==> config.mk <==
export PLATFORM = sky130hd
export DESIGN_NAME = iso8601_timestamp_to_epoch
export DESIGN_NICKNAME = d
export VERILOG_FILES = /design/src/design/iso_ts_pkg.sv /design/src/design/iso_ts_front.sv /design/src/design/iso_ts_queue.sv /design/src/design/iso_ts_back.sv /design/src/design/iso8601_timestamp_to_epoch.sv
export SDC_FILE = /design/constraint.sdc
export NUM_CORES = 2
export LEC_CHECK = 0
export ABC_AREA = 1
export BUFFER_PORTS_ARGS = -buffer_cell sky130_fd_sc_hd__buf_2
export CAP_MARGIN = 25
export CORE_AREA = 10 10 287 289
export CTS_BUF_LIST = sky130_fd_sc_hd__clkbuf_2
export DETAILED_ROUTE_END_ITERATION = 8
export DIE_AREA = 0 0 297 299
export GPL_ROUTABILITY_DRIVEN = 0
export HOLD_SLACK_MARGIN = 0.05
export MAX_ROUTING_LAYER = met4
export PLACE_DENSITY = 0.78
export SLEW_MARGIN = 40
export SYNTH_ARGS = -nofsm -noshare
export SYNTH_HDL_FRONTEND = slang
export SYNTH_SLANG_ARGS = --single-unit
==> constraint.sdc <==
create_clock -name clk -period 14.1 [get_ports clk]
set_input_delay 2.82 -clock clk [delete_from_list [all_inputs] [get_ports clk]]
set_output_delay 2.82 -clock clk [all_outputs]
set_load 0.02 [all_outputs]
==> src/design/iso_ts_pkg.sv <==
`timescale 1ns / 1ps
// Package for the ISO 8601 timestamp to epoch converter.
// Holds the word types, the parse record, constants and date tables.
// Used by every module of the block; depends on nothing.
package iso_ts_pkg;

	typedef struct packed {
		logic [7:0] char_in;
		logic       is_last;
	} chr_word_t;

	typedef struct packed {
		logic        ok;
		logic [47:0] epoch_ms;
	} res_word_t;

	typedef struct packed {
		logic        pre_ok;
		logic [13:0] year;
		logic [6:0]  month;
		logic [6:0]  day;
		logic [6:0]  hour;
		logic [6:0]  minute;
		logic [6:0]  second;
		logic [9:0]  milli;
	} rec_t;

	localparam logic [4:0] POS_SHORT = 5'd19;
	localparam logic [4:0] POS_LONG  = 5'd23;
	localparam logic [4:0] POS_LIMIT = 5'd24;

	localparam logic [7:0] CH_ZERO  = 8'h30;
	localparam logic [7:0] CH_NINE  = 8'h39;
	localparam logic [7:0] CH_DASH  = 8'h2D;
	localparam logic [7:0] CH_T     = 8'h54;
	localparam logic [7:0] CH_COLON = 8'h3A;
	localparam logic [7:0] CH_DOT   = 8'h2E;
	localparam logic [7:0] CH_Z     = 8'h5A;
	localparam logic [7:0] CH_NONE  = 8'h00;

	localparam logic [13:0] EPOCH_YEAR  = 14'd1970;
	localparam logic [22:0] DAYS_OFFSET = 23'd719468;
	localparam logic [12:0] DIV100_MUL  = 13'd5243;
	localparam int          DIV100_SHIFT = 19;
	localparam int          DIV100_TOP   = DIV100_SHIFT + 6;
	localparam logic [16:0] SEC_PER_DAY = 17'd86400;

	localparam int QUEUE_DEPTH = 2;
	localparam int QUEUE_AW    = $clog2(QUEUE_DEPTH);

	// Day of a March-based year on which the month starts.
	function automatic logic [8:0] doy_base(input logic [6:0] month);
		logic [8:0] r;
		begin
			unique case (month)
				7'd1: r = 9'd306;
				7'd2: r = 9'd337;
				7'd3: r = 9'd0;
				7'd4: r = 9'd31;
				7'd5: r = 9'd61;
				7'd6: r = 9'd92;
				7'd7: r = 9'd122;
				7'd8: r = 9'd153;
				7'd9: r = 9'd184;
				7'd10: r = 9'd214;
				7'd11: r = 9'd245;
				7'd12: r = 9'd275;
				default: r = 9'd0;
			endcase
			return r;
		end
	endfunction

	function automatic logic [4:0] month_len(input logic [6:0] month, input logic leap);
		logic [4:0] r;
		begin
			unique case (month)
				7'd2: r = leap ? 5'd29 : 5'd28;
				7'd4, 7'd6, 7'd9, 7'd11: r = 5'd30;
				default: r = 5'd31;
			endcase
			return r;
		end
	endfunction

endpackage

==> src/design/iso_ts_front.sv <==
`timescale 1ns / 1ps
// Front end: checks each character against its position and builds the fields.
// Pushes one parse record on the final character. Depends on iso_ts_pkg.
module iso_ts_front (
	input  logic                  clk,
	input  logic                  arst_n,
	input  logic                  accept,
	input  iso_ts_pkg::chr_word_t word,
	output logic                  push,
	output iso_ts_pkg::rec_t      rec
);

	logic [4:0]  pos_q;
	logic [13:0] year_q, year_n;
	logic [6:0]  month_q, month_n, day_q, day_n, hour_q, hour_n;
	logic [6:0]  minute_q, minute_n, second_q, second_n;
	logic [9:0]  milli_q, milli_n;
	logic        fe_q;
	logic        digit, need_digit, bad_pos, err_now, len_ok;
	logic [3:0]  dval;
	logic [7:0]  sep;

	always_comb begin
		digit = (word.char_in >= iso_ts_pkg::CH_ZERO) && (word.char_in <= iso_ts_pkg::CH_NINE);
		dval = 4'(word.char_in - iso_ts_pkg::CH_ZERO);
		need_digit = 1'b0;
		bad_pos = 1'b0;
		sep = iso_ts_pkg::CH_NONE;
		year_n = year_q;
		month_n = month_q;
		day_n = day_q;
		hour_n = hour_q;
		minute_n = minute_q;
		second_n = second_q;
		milli_n = milli_q;
		unique case (pos_q)
			5'd0, 5'd1, 5'd2, 5'd3: begin
				need_digit = 1'b1;
				if (digit) year_n = 14'({year_q, 3'b0} + {year_q, 1'b0} + 17'(dval));
			end
			5'd5, 5'd6: begin
				need_digit = 1'b1;
				if (digit) month_n = 7'({month_q, 3'b0} + {month_q, 1'b0} + 10'(dval));
			end
			5'd8, 5'd9: begin
				need_digit = 1'b1;
				if (digit) day_n = 7'({day_q, 3'b0} + {day_q, 1'b0} + 10'(dval));
			end
			5'd11, 5'd12: begin
				need_digit = 1'b1;
				if (digit) hour_n = 7'({hour_q, 3'b0} + {hour_q, 1'b0} + 10'(dval));
			end
			5'd14, 5'd15: begin
				need_digit = 1'b1;
				if (digit) minute_n = 7'({minute_q, 3'b0} + {minute_q, 1'b0} + 10'(dval));
			end
			5'd17, 5'd18: begin
				need_digit = 1'b1;
				if (digit) second_n = 7'({second_q, 3'b0} + {second_q, 1'b0} + 10'(dval));
			end
			5'd20, 5'd21, 5'd22: begin
				need_digit = 1'b1;
				if (digit) milli_n = 10'({milli_q, 3'b0} + {milli_q, 1'b0} + 13'(dval));
			end
			5'd4, 5'd7: sep = iso_ts_pkg::CH_DASH;
			5'd10: sep = iso_ts_pkg::CH_T;
			5'd13, 5'd16: sep = iso_ts_pkg::CH_COLON;
			5'd19: sep = word.is_last ? iso_ts_pkg::CH_Z : iso_ts_pkg::CH_DOT;
			5'd23: sep = iso_ts_pkg::CH_Z;
			default: bad_pos = 1'b1;
		endcase
		err_now = bad_pos || (need_digit && !digit) ||
			((sep != iso_ts_pkg::CH_NONE) && (word.char_in != sep));
		len_ok = (pos_q == iso_ts_pkg::POS_SHORT) || (pos_q == iso_ts_pkg::POS_LONG);

		rec.pre_ok = !(fe_q || err_now) && len_ok && (year_n >= iso_ts_pkg::EPOCH_YEAR) &&
			(month_n >= 7'd1) && (month_n <= 7'd12) && (day_n >= 7'd1) &&
			(hour_n <= 7'd23) && (minute_n <= 7'd59) && (second_n <= 7'd59);
		rec.year = year_n;
		rec.month = month_n;
		rec.day = day_n;
		rec.hour = hour_n;
		rec.minute = minute_n;
		rec.second = second_n;
		rec.milli = milli_n;
		push = accept && word.is_last;
	end

	always_ff @(posedge clk or negedge arst_n) begin
		if (!arst_n) begin
			pos_q <= '0;
			year_q <= '0;
			month_q <= '0;
			day_q <= '0;
			hour_q <= '0;
			minute_q <= '0;
			second_q <= '0;
			milli_q <= '0;
			fe_q <= 1'b0;
		end else if (accept) begin
			if (word.is_last) begin
				pos_q <= '0;
				year_q <= '0;
				month_q <= '0;
				day_q <= '0;
				hour_q <= '0;
				minute_q <= '0;
				second_q <= '0;
				milli_q <= '0;
				fe_q <= 1'b0;
			end else begin
				if (pos_q < iso_ts_pkg::POS_LIMIT) pos_q <= pos_q + 5'd1;
				year_q <= year_n;
				month_q <= month_n;
				day_q <= day_n;
				hour_q <= hour_n;
				minute_q <= minute_n;
				second_q <= second_n;
				milli_q <= milli_n;
				fe_q <= fe_q || err_now;
			end
		end
	end

endmodule

==> src/design/iso_ts_queue.sv <==
`timescale 1ns / 1ps
// Short queue of parse records between the front end and the converter.
// Depends on iso_ts_pkg for the record type and depth.
module iso_ts_queue (
	input  logic             clk,
	input  logic             arst_n,
	input  logic             push,
	input  iso_ts_pkg::rec_t push_rec,
	input  logic             pop,
	output logic             full,
	output logic             not_empty,
	output iso_ts_pkg::rec_t head
);

	iso_ts_pkg::rec_t mem_q [iso_ts_pkg::QUEUE_DEPTH];
	logic [iso_ts_pkg::QUEUE_AW-1:0] wr_q, rd_q;
	logic [iso_ts_pkg::QUEUE_AW:0]   cnt_q;
	logic                            do_push, do_pop;

	assign full = (cnt_q == (iso_ts_pkg::QUEUE_AW+1)'(iso_ts_pkg::QUEUE_DEPTH));
	assign not_empty = (cnt_q != '0);
	assign head = mem_q[rd_q];
	assign do_push = push && !full;
	assign do_pop = pop && not_empty;

	always_ff @(posedge clk) begin
		if (do_push) mem_q[wr_q] <= push_rec;
	end

	always_ff @(posedge clk or negedge arst_n) begin
		if (!arst_n) begin
			wr_q <= '0;
			rd_q <= '0;
			cnt_q <= '0;
		end else begin
			if (do_push) wr_q <= wr_q + 1'b1;
			if (do_pop) rd_q <= rd_q + 1'b1;
			if (do_push && !do_pop) cnt_q <= cnt_q + 1'b1;
			else if (do_pop && !do_push) cnt_q <= cnt_q - 1'b1;
		end
	end

endmodule

==> src/design/iso_ts_back.sv <==
`timescale 1ns / 1ps
// Converter: checks the day against the month length and turns the date into epoch ms.
// Runs a short sequence of steps per record. Depends on iso_ts_pkg.
module iso_ts_back (
	input  logic                  clk,
	input  logic                  arst_n,
	input  logic                  rec_valid,
	input  iso_ts_pkg::rec_t      rec,
	output logic                  pop,
	output logic                  res_valid,
	input  logic                  res_stall,
	output iso_ts_pkg::res_word_t res_word
);

	typedef enum logic [5:0] {
		ST_IDLE = 6'b000001,
		ST_QUOT = 6'b000010,
		ST_DAYS = 6'b000100,
		ST_SECS = 6'b001000,
		ST_MSEC = 6'b010000,
		ST_OUT  = 6'b100000
	} state_t;

	state_t           state_q;
	iso_ts_pkg::rec_t rec_q;
	logic [13:0]      yy_q, yy;
	logic [6:0]       qy_q, qyy_q;
	logic [26:0]      prod_y, prod_yy;
	logic [13:0]      rem_y;
	logic             leap, ok_n, ok_q;
	logic [22:0]      days_sum;
	logic [21:0]      days_q;
	logic [16:0]      tod_n, tod_q;
	logic [37:0]      secs_q;
	logic [47:0]      ms;
	iso_ts_pkg::res_word_t out_q;

	always_comb begin
		yy = rec_q.year - 14'(rec_q.month <= 7'd2);
		prod_y = 27'(rec_q.year) * 27'(iso_ts_pkg::DIV100_MUL);
		prod_yy = 27'(yy) * 27'(iso_ts_pkg::DIV100_MUL);

		rem_y = rec_q.year - 14'(21'(qy_q) * 21'd100);
		leap = (rec_q.year[1:0] == 2'b00) && ((rem_y != '0) || (qy_q[1:0] == 2'b00));
		ok_n = rec_q.pre_ok && (rec_q.day <= 7'(iso_ts_pkg::month_len(rec_q.month, leap)));
		days_sum = 23'(yy_q * 23'd365) + 23'(yy_q >> 2) - 23'(qyy_q) + 23'(qyy_q >> 2)
			+ 23'(iso_ts_pkg::doy_base(rec_q.month)) + 23'(rec_q.day) - 23'd1
			- iso_ts_pkg::DAYS_OFFSET;
		tod_n = 17'(rec_q.hour * 17'd3600) + 17'(rec_q.minute * 17'd60) + 17'(rec_q.second);

		ms = {secs_q, 10'b0} - 48'({secs_q, 4'b0}) - 48'({secs_q, 3'b0}) + 48'(rec_q.milli);

		pop = (state_q == ST_IDLE) && rec_valid;
		res_valid = (state_q == ST_OUT);
		res_word = out_q;
	end

	always_ff @(posedge clk) begin
		unique case (state_q)
			ST_IDLE: if (rec_valid) rec_q <= rec;
			ST_QUOT: begin
				yy_q <= yy;
				qy_q <= prod_y[iso_ts_pkg::DIV100_TOP:iso_ts_pkg::DIV100_SHIFT];
				qyy_q <= prod_yy[iso_ts_pkg::DIV100_TOP:iso_ts_pkg::DIV100_SHIFT];
			end
			ST_DAYS: begin
				days_q <= 22'(days_sum);
				tod_q <= tod_n;
			end
			ST_SECS: secs_q <= 38'(39'(days_q) * 39'(iso_ts_pkg::SEC_PER_DAY)) + 38'(tod_q);
			ST_MSEC: begin
				out_q.ok <= ok_q;
				out_q.epoch_ms <= ok_q ? ms : '0;
			end
			ST_OUT: ;
			default: ;
		endcase
	end

	always_ff @(posedge clk or negedge arst_n) begin
		if (!arst_n) begin
			state_q <= ST_IDLE;
			ok_q <= 1'b0;
		end else begin
			unique case (state_q)
				ST_IDLE: if (rec_valid) state_q <= ST_QUOT;
				ST_QUOT: state_q <= ST_DAYS;
				ST_DAYS: begin
					ok_q <= ok_n;
					state_q <= ST_SECS;
				end
				ST_SECS: state_q <= ST_MSEC;
				ST_MSEC: state_q <= ST_OUT;
				ST_OUT: if (!res_stall) state_q <= ST_IDLE;
				default: state_q <= ST_IDLE;
			endcase
		end
	end

endmodule

==> src/design/iso8601_timestamp_to_epoch.sv <==
`timescale 1ns / 1ps
// Top level of the ISO 8601 UTC timestamp to epoch milliseconds converter.
// Instantiates iso_ts_front, iso_ts_queue and iso_ts_back; depends on iso_ts_pkg.
//
// channel | dir | handshake            | word
// chr     | in  | chr_valid/chr_stall  | char_in, is_last
// res     | out | res_valid/res_stall  | ok, epoch_ms
//
// Characters are taken one per cycle while the record queue has room.
// The final character pushes a record; the converter takes one record at a
// time through its quotient, days, seconds and milliseconds states, then holds
// the result until it is taken; that sequence holds the sustained string rate.
// Reset clears the parser position and accumulators, the queue and the converter.
// The queue holds two records, so parsing goes on while a result is stalled.
module iso8601_timestamp_to_epoch (
	input  logic                  clk,
	input  logic                  arst_n,
	input  logic                  chr_valid,
	output logic                  chr_stall,
	input  iso_ts_pkg::chr_word_t chr_word,
	output logic                  res_valid,
	input  logic                  res_stall,
	output iso_ts_pkg::res_word_t res_word
);

	logic             accept, push, pop, full, not_empty;
	iso_ts_pkg::rec_t push_rec, head;

	assign chr_stall = full;
	assign accept = chr_valid && !full;

	iso_ts_front u_front (
		.clk    (clk),
		.arst_n (arst_n),
		.accept (accept),
		.word   (chr_word),
		.push   (push),
		.rec    (push_rec)
	);

	iso_ts_queue u_queue (
		.clk       (clk),
		.arst_n    (arst_n),
		.push      (push),
		.push_rec  (push_rec),
		.pop       (pop),
		.full      (full),
		.not_empty (not_empty),
		.head      (head)
	);

	iso_ts_back u_back (
		.clk       (clk),
		.arst_n    (arst_n),
		.rec_valid (not_empty),
		.rec       (head),
		.pop       (pop),
		.res_valid (res_valid),
		.res_stall (res_stall),
		.res_word  (res_word)
	);

`ifndef SYNTH
	a_zero_when_bad: assert property (@(posedge clk) disable iff (!arst_n)
		res_valid && !res_word.ok |-> res_word.epoch_ms == 48'd0)
		else $error("epoch_ms not zero on a rejected timestamp");

	a_range: assert property (@(posedge clk) disable iff (!arst_n)
		res_valid && res_word.ok |-> res_word.epoch_ms < 48'd253402300800000)
		else $error("epoch_ms beyond the year 9999");

	a_one_result: assert property (@(posedge clk) disable iff (!arst_n)
		res_valid && !res_stall |=> !res_valid)
		else $error("result shown again right after it was taken");
`endif

endmodule
After elaboration in Yosys (flattened, before gate mapping)
Memory sizes are Yosys's and may differ from the RTL's. A register that Yosys moved wholly into a read port is not among the register bits.
Index checks and enable logic that the tools add are counted.
{"block": "classes", "mul": 7, "magnitude_cmp": 12, "muxes": 38, "n_addsub": 35, "n_reduce_logical": 54, "n_eq_ne": 38}
{"op": "2-to-1 mux 7 bit", "count": 16}
{"op": "multiplier 14 x 13 -> 26 bit (second input constant)", "count": 2}
{"op": "adder 48 x 10 -> 48 bit", "count": 1}
{"op": "subtractor 48 x 41 -> 48 bit", "count": 1}
{"op": "subtractor 48 x 42 -> 48 bit", "count": 1}
{"op": "2-to-1 mux 14 bit", "count": 3}
{"op": "equality test 5 x 4 -> 1 bit (second input constant)", "count": 8}
{"op": "equality test 5 bit (second input constant)", "count": 8}
{"op": "one-hot mux 8 bit (5 select lines)", "count": 1}
{"op": "adder 38 x 17 -> 38 bit", "count": 1}
{"op": "one-hot mux 6 bit (6 select lines)", "count": 1}
{"op": "adder 7 x 4 -> 7 bit", "count": 5}
{"op": "adder 7 bit", "count": 5}
{"op": "multiplier 22 x 10 -> 31 bit (second input constant)", "count": 1}
{"op": "2-to-1 mux 10 bit", "count": 3}
{"op": "OR reduction 24 bit", "count": 1}
{"op": "adder 22 x 12 -> 22 bit", "count": 1}
{"op": "adder 22 x 5 -> 22 bit", "count": 1}
{"op": "adder 22 x 7 -> 22 bit", "count": 1}
{"op": "adder 22 x 9 -> 22 bit", "count": 1}
{"op": "multiplier 14 x 9 -> 22 bit (second input constant)", "count": 1}
{"op": "subtractor 22 x 1 -> 22 bit (second input constant)", "count": 1}
{"op": "subtractor 22 x 20 -> 22 bit (second input constant)", "count": 1}
{"op": "subtractor 22 x 7 -> 22 bit", "count": 1}
{"op": "other kinds (62)", "count": 118}
{"block": "word_totals", "out_inout_bits": 51, "ramBits": 120, "regBits": 230, "romBits": 144, "mem_count": 2, "elab_cells": 208}
{"name": "(name not given)", "depth": 16, "word_bits": 9, "rd": 1, "rd_clocked_by_memory_dff": 0, "write_ports": 0, "line": "iso_ts_pkg.sv:55", "text": "unique case (month)"}
{"name": "u_queue.mem_q", "depth": 2, "word_bits": 60, "rd": 1, "rd_clocked_by_memory_dff": 1, "write_ports": 1, "line": "iso_ts_queue.sv:15", "text": "iso_ts_pkg::rec_t mem_q [iso_ts_pkg::QUEUE_DEPTH];"}

Logic depth before layout (Yosys ltp)
{"block": "logic_depth", "depth_word": 16, "mapped_depth": 34, "depth_no_buf": 34}

Modules after synthesis
A second synthesis with hierarchy kept.
{"block": "unflattened", "hier_cells": 4947, "area_unflattened_um2": 42906.2}
{"mod": "iso_ts_back", "instances": 1, "seq_area_each_um2": 6782.8, "area_each_um2": 31804.3, "cells_each": 3663}
{"mod": "iso_ts_front", "instances": 1, "seq_area_each_um2": 1626.6, "area_each_um2": 6447.4, "cells_each": 937}
{"mod": "iso_ts_queue", "instances": 1, "seq_area_each_um2": 3703.6, "area_each_um2": 4644.5, "cells_each": 345}
{"mod": "iso8601_timestamp_to_epoch", "instances": 1, "seq_area_each_um2": 0.0, "area_each_um2": 10.0, "cells_each": 2}

Worst setup path before layout
OpenSTA, ideal clock, no wires.
{"block": "synth_path", "path_type": "register to register", "startpoint": "register u_back.rec_q[38] (netlist bit)", "endpoint": "register u_back.qyy_q[4] (data pin)", "synth_period_minus_slack_ps": 6641, "stages_incl_launch_ff": 31, "t_arrival_ps": 6382, "path_slack_ps": 7459, "required_time_ps": 13841, "cell_sequence": "edfxtp_1 > inv_1 > ha_1 > inv_1 > a2111oi_0 > ha_1 > inv_1 > a21boi_0 > nand2_1 > nor2_1 > nand2_1 > o21ai_0 > nand2_1 > xor2_1 > inv_1 > fa_1 > ha_1 > fa_1 > fa_1 > inv_1 > fa_1 > inv_1 > ha_1 > nand2_1 > nor2_1 > nand2_1 > a21oi_1 > a211oi_1 > nand2_1 > a31o_2 > xor2_1"}
{"block": "synth_via", "elab_chain_cells": 3}
{"item": "start, declared", "line": "iso_ts_back.sv:25", "text": "iso_ts_pkg::rec_t rec_q;"}
{"item": "start signal, assigned", "line": "iso_ts_back.sv:60", "text": "ST_IDLE: if (rec_valid) rec_q <= rec;"}
{"item": "less-or-equal comparator 7 x 2 -> 1 bit", "line": "iso_ts_back.sv:39", "text": "yy = rec_q.year - 14'(rec_q.month <= 7'd2);"}
{"item": "subtractor 14 x 1 -> 14 bit", "line": "iso_ts_back.sv:39"}
{"item": "via u_back.yy[13]", "line": "iso_ts_back.sv:26", "text": "logic [13:0] yy_q, yy;"}
{"item": "multiplier 14 x 13 -> 26 bit", "line": "iso_ts_back.sv:41", "text": "prod_yy = 27'(yy) * 27'(iso_ts_pkg::DIV100_MUL);"}
{"item": "via u_back.prod_yy[23]", "line": "iso_ts_back.sv:28", "text": "logic [26:0] prod_y, prod_yy;"}
{"item": "end signal, assigned", "line": "iso_ts_back.sv:64", "text": "qyy_q <= prod_yy[iso_ts_pkg::DIV100_TOP:iso_ts_pkg::DIV100_SHIFT];"}
{"item": "end, declared", "line": "iso_ts_back.sv:27", "text": "logic [6:0] qy_q, qyy_q;"}
The timed path passes the listed nets, and every way through them passes these cells.
A chain may end at the register's enable or synchronous reset.

Worst setup path after layout
{"block": "layout_path", "startpoint": "register u_back.rec_q[43] (netlist bit)", "endpoint": "register u_back.qyy_q[4] (data pin)"}
Same word-level chain as after synthesis.

==> flow_summary.ini <==
[clocking]
post_cts_buffers = 0
hold_buffers = 0
htreeDepth = 3
cts_resized = 0
cts_sinks = 410
cts_buffers = 106
clk_latency_ns = 1.22
cts_tree = done
root_buffer = clkbuf_2
cts_buffer_depth = 3
path_clk_slew_ns = 0.11

[timing]
rsz0062_at_grt = no
drv_slew = 0
setup_tns_ns = 0
setup_viol = 0
fin_crit_ns = 7.44
skew_ns = 0.194
tightest_slew_ns = 0.863
finalHoldViolCount = 0
timing.final.crit_share_pct = 52.8
timing.hold.ws_ns = 0.423
slew-limit-headroom_pct = 42.2
fmax_ghz = 0.134

[worst_setup_path]
timing.rr.start = u_back.rec_q[43]
max_stage_delay_ns = 0.55
end_kind = register
startpoint_type = register
cp.arrival_ns = 8.41
crit_fanout = 8
crit_path_top_delay_cell = fa_1
reg2reg_setup_slack_ns = 6.66
reg2reg_to = u_back.qyy_q[4]
critPathRequiredTime_ns = 15.06
crit_type = reg2reg
reg2regPathDepth = 31
crit_start = u_back.rec_q[43]
crit_path_end = u_back.qyy_q[4]

[routing]
drtIter0Drc = 2060
avgViaCountPerCell = 5.21
drt-pass1-iter-count = 5
drc = 0
wire_per_inst_um = 15.0
routed_wl_um = 88800
vias = 30800
ant_nets = 0

[floorplan]
die_y_um = 299
initial_core_util_pct = 54.5
fp.dieArea_um2 = 88800
core-area_um2 = 76700
rows = 102
die_w_um = 297
boundaryPins = 64

[logic_synthesis]
synth_area_um2 = 41800
yosys_warnings = 0
yosysSeqAreaShare_pct = 28.6
synth_top_area_share_pct = 24.0
syn_area_per_cell_um2 = 9.06
netlist_top_cells_count = 1087 x inv_1, 738 x nand2_1, 646 x ha_1, 334 x edfxtp_1, 333 x fa_1
yosysMostFrequentCell = inv_1
async_reset_ff_share_pct = 18.5
synth.largest_area_cell = edfxtp_1
synthTopCellsByArea = edfxtp_1 24%, ha_1 19%, fa_1 16%, inv_1 9.8%, nand2_1 6.6%
synth_cell_types = 50
netlist_instances = 4611
synth-seq-cells = 410
synth_edf_count = 334
ys.flop_type = edfxtp_1
synth_nets = 5603

[layout]
layout.nets = 5761
area_growth_pct = 6.59
drive_gt1_share_pct = 7.44
fill_cells = 6534

[grt]
track_usage_pct = 20.7
antenna_found_initial = 6
grt_pass1_vias = 31300
overflow = 0
grt_pass1_wl_um = 150000
grt_max_degree = 68

[placed_design]
portBuffers = 63
dp_hpwl_um = 72200

[job]
maxCapViolCount = 0

[min_path]
hold_class = reg2reg
hold_start = u_queue.mem_q[1][37]

[outcome]
outcome = complete, no violations
## worst min path at each step
stage                                   to  slack, ns  depth (start not counted)
after floorplan           u_back.secs_q[0]       0.40                          0
after global placement    u_back.secs_q[6]       0.40                          0
after detailed placement  u_back.secs_q[3]       0.40                          0
after CTS                 u_back.rec_q[37]       0.41                          1
after global routing      u_back.secs_q[5]       0.43                          0
final                     u_back.rec_q[37]       0.42                          1
## per-stage QoR
stage / std cells / worst slack, ns / util, % / instance area [µm²]
5_1_grt: 5904 / 5.92 / 58.0 / 44500
3_5_place_dp: 5701 / 6.58 / 56.6 / 43400
2_1_floorplan: 4611 / 7.46 / - / 41800
4_1_cts: 5895 / 6.68 / 58.0 / 44500
6_report: 5904 / 6.66 / 58.0 / 44500
3_3_place_gp: 5701 / 6.70 / 56.6 / 43400
## flip-flops by register name, summed over array words and instances (netlist names), 5 cells and up
name and cells:
u_front.pos_q 5, u_back.qyy_q 7, u_back.rec_q 60, u_front.day_q 7, u_back.res_word 49, u_back.qy_q 7, u_back.yy_q 14, u_front.hour_q 7
u_back.days_q 22, u_front.minute_q 7, u_front.second_q 7, u_back.tod_q 17, u_back.state_q 6, u_front.year_q 14, u_back.secs_q 38, u_front.month_q 7
u_queue.mem_q 120, u_front.milli_q 10
## cells by family after synthesis
group | share of synthesized area, %
AOI/OAI and AO/OA | 7.61
adders and majority gates | 35.3
muxes | 1.62
xor gates and xnor gates | 3.56
and+or+nand+nor | 13.2
buffers and inverters | 10.1
DFF | 28.6
## cell type report
cell class / instances / area [µm²] / share of cell area, %
multi-input cells: 3079 / 25700 / 57.7
flip-flops and latches: 410 / 11900 / 26.8
inverters: 1095 / 4110 / 9.23
well taps: 1040 / 1300 / 2.92
clock buffers: 150 / 751 / 1.69
repair buffers: 77 / 438 / 0.984
clock inverters: 44 / 274 / 0.616
diodes: 9 / 22.5 / 0.0506
## cell usage in the layout, fill, tap and decap left out, drive strengths merged, types with 6 or more instances in the layout
| master | instances |
|---|---|
| nor3 | 24 |
| a21oi | 223 |
| o21ai | 179 |
| inv | 1095 |
| nand3 | 153 |
| a22o | 7 |
| clkbuf | 150 |
| nand3b | 14 |
| nor4 | 15 |
| o21a | 13 |
| diode | 9 |
| and2 | 6 |
| clkinv | 42 |
| o211ai | 9 |
| nor2 | 290 |
| dfrtp | 75 |
| edfxtp | 334 |
| nand2 | 744 |
| o22ai | 36 |
| xor2 | 103 |
| fa | 333 |
| a31oi | 26 |
| xnor2 | 65 |
| mux2 | 60 |
| a21boi | 10 |
| o21bai | 27 |
| a21o | 18 |
| ha | 646 |
| o31ai | 6 |
| nand4 | 54 |
| buf | 77 |
## critical path, delay by kind of cell, from the launching register on
| kind | cells | cell delay [ns] |
|---|---|---|
| adders and majority gates | 7 | 3.01 |
| buffers and inverters | 6 | 0.65 |
| AOI/OAI and AO/OA | 6 | 1.33 |
| DFF | 1 | 0.37 |
| xor gates and xnor gates | 2 | 0.59 |
| and+or+nand+nor | 10 | 1.29 |
## routing by layer
metal,GRT usage (%),part of all wire (%)
met1,25.5,43
met2,35.0,48
met3,3.21,5.8
met4,6.33,2.7
met5,-,0
Power is left out: the tool's default activity adds up to more than one toggle a clock period on the data nets, which glitch-free logic cannot reach.
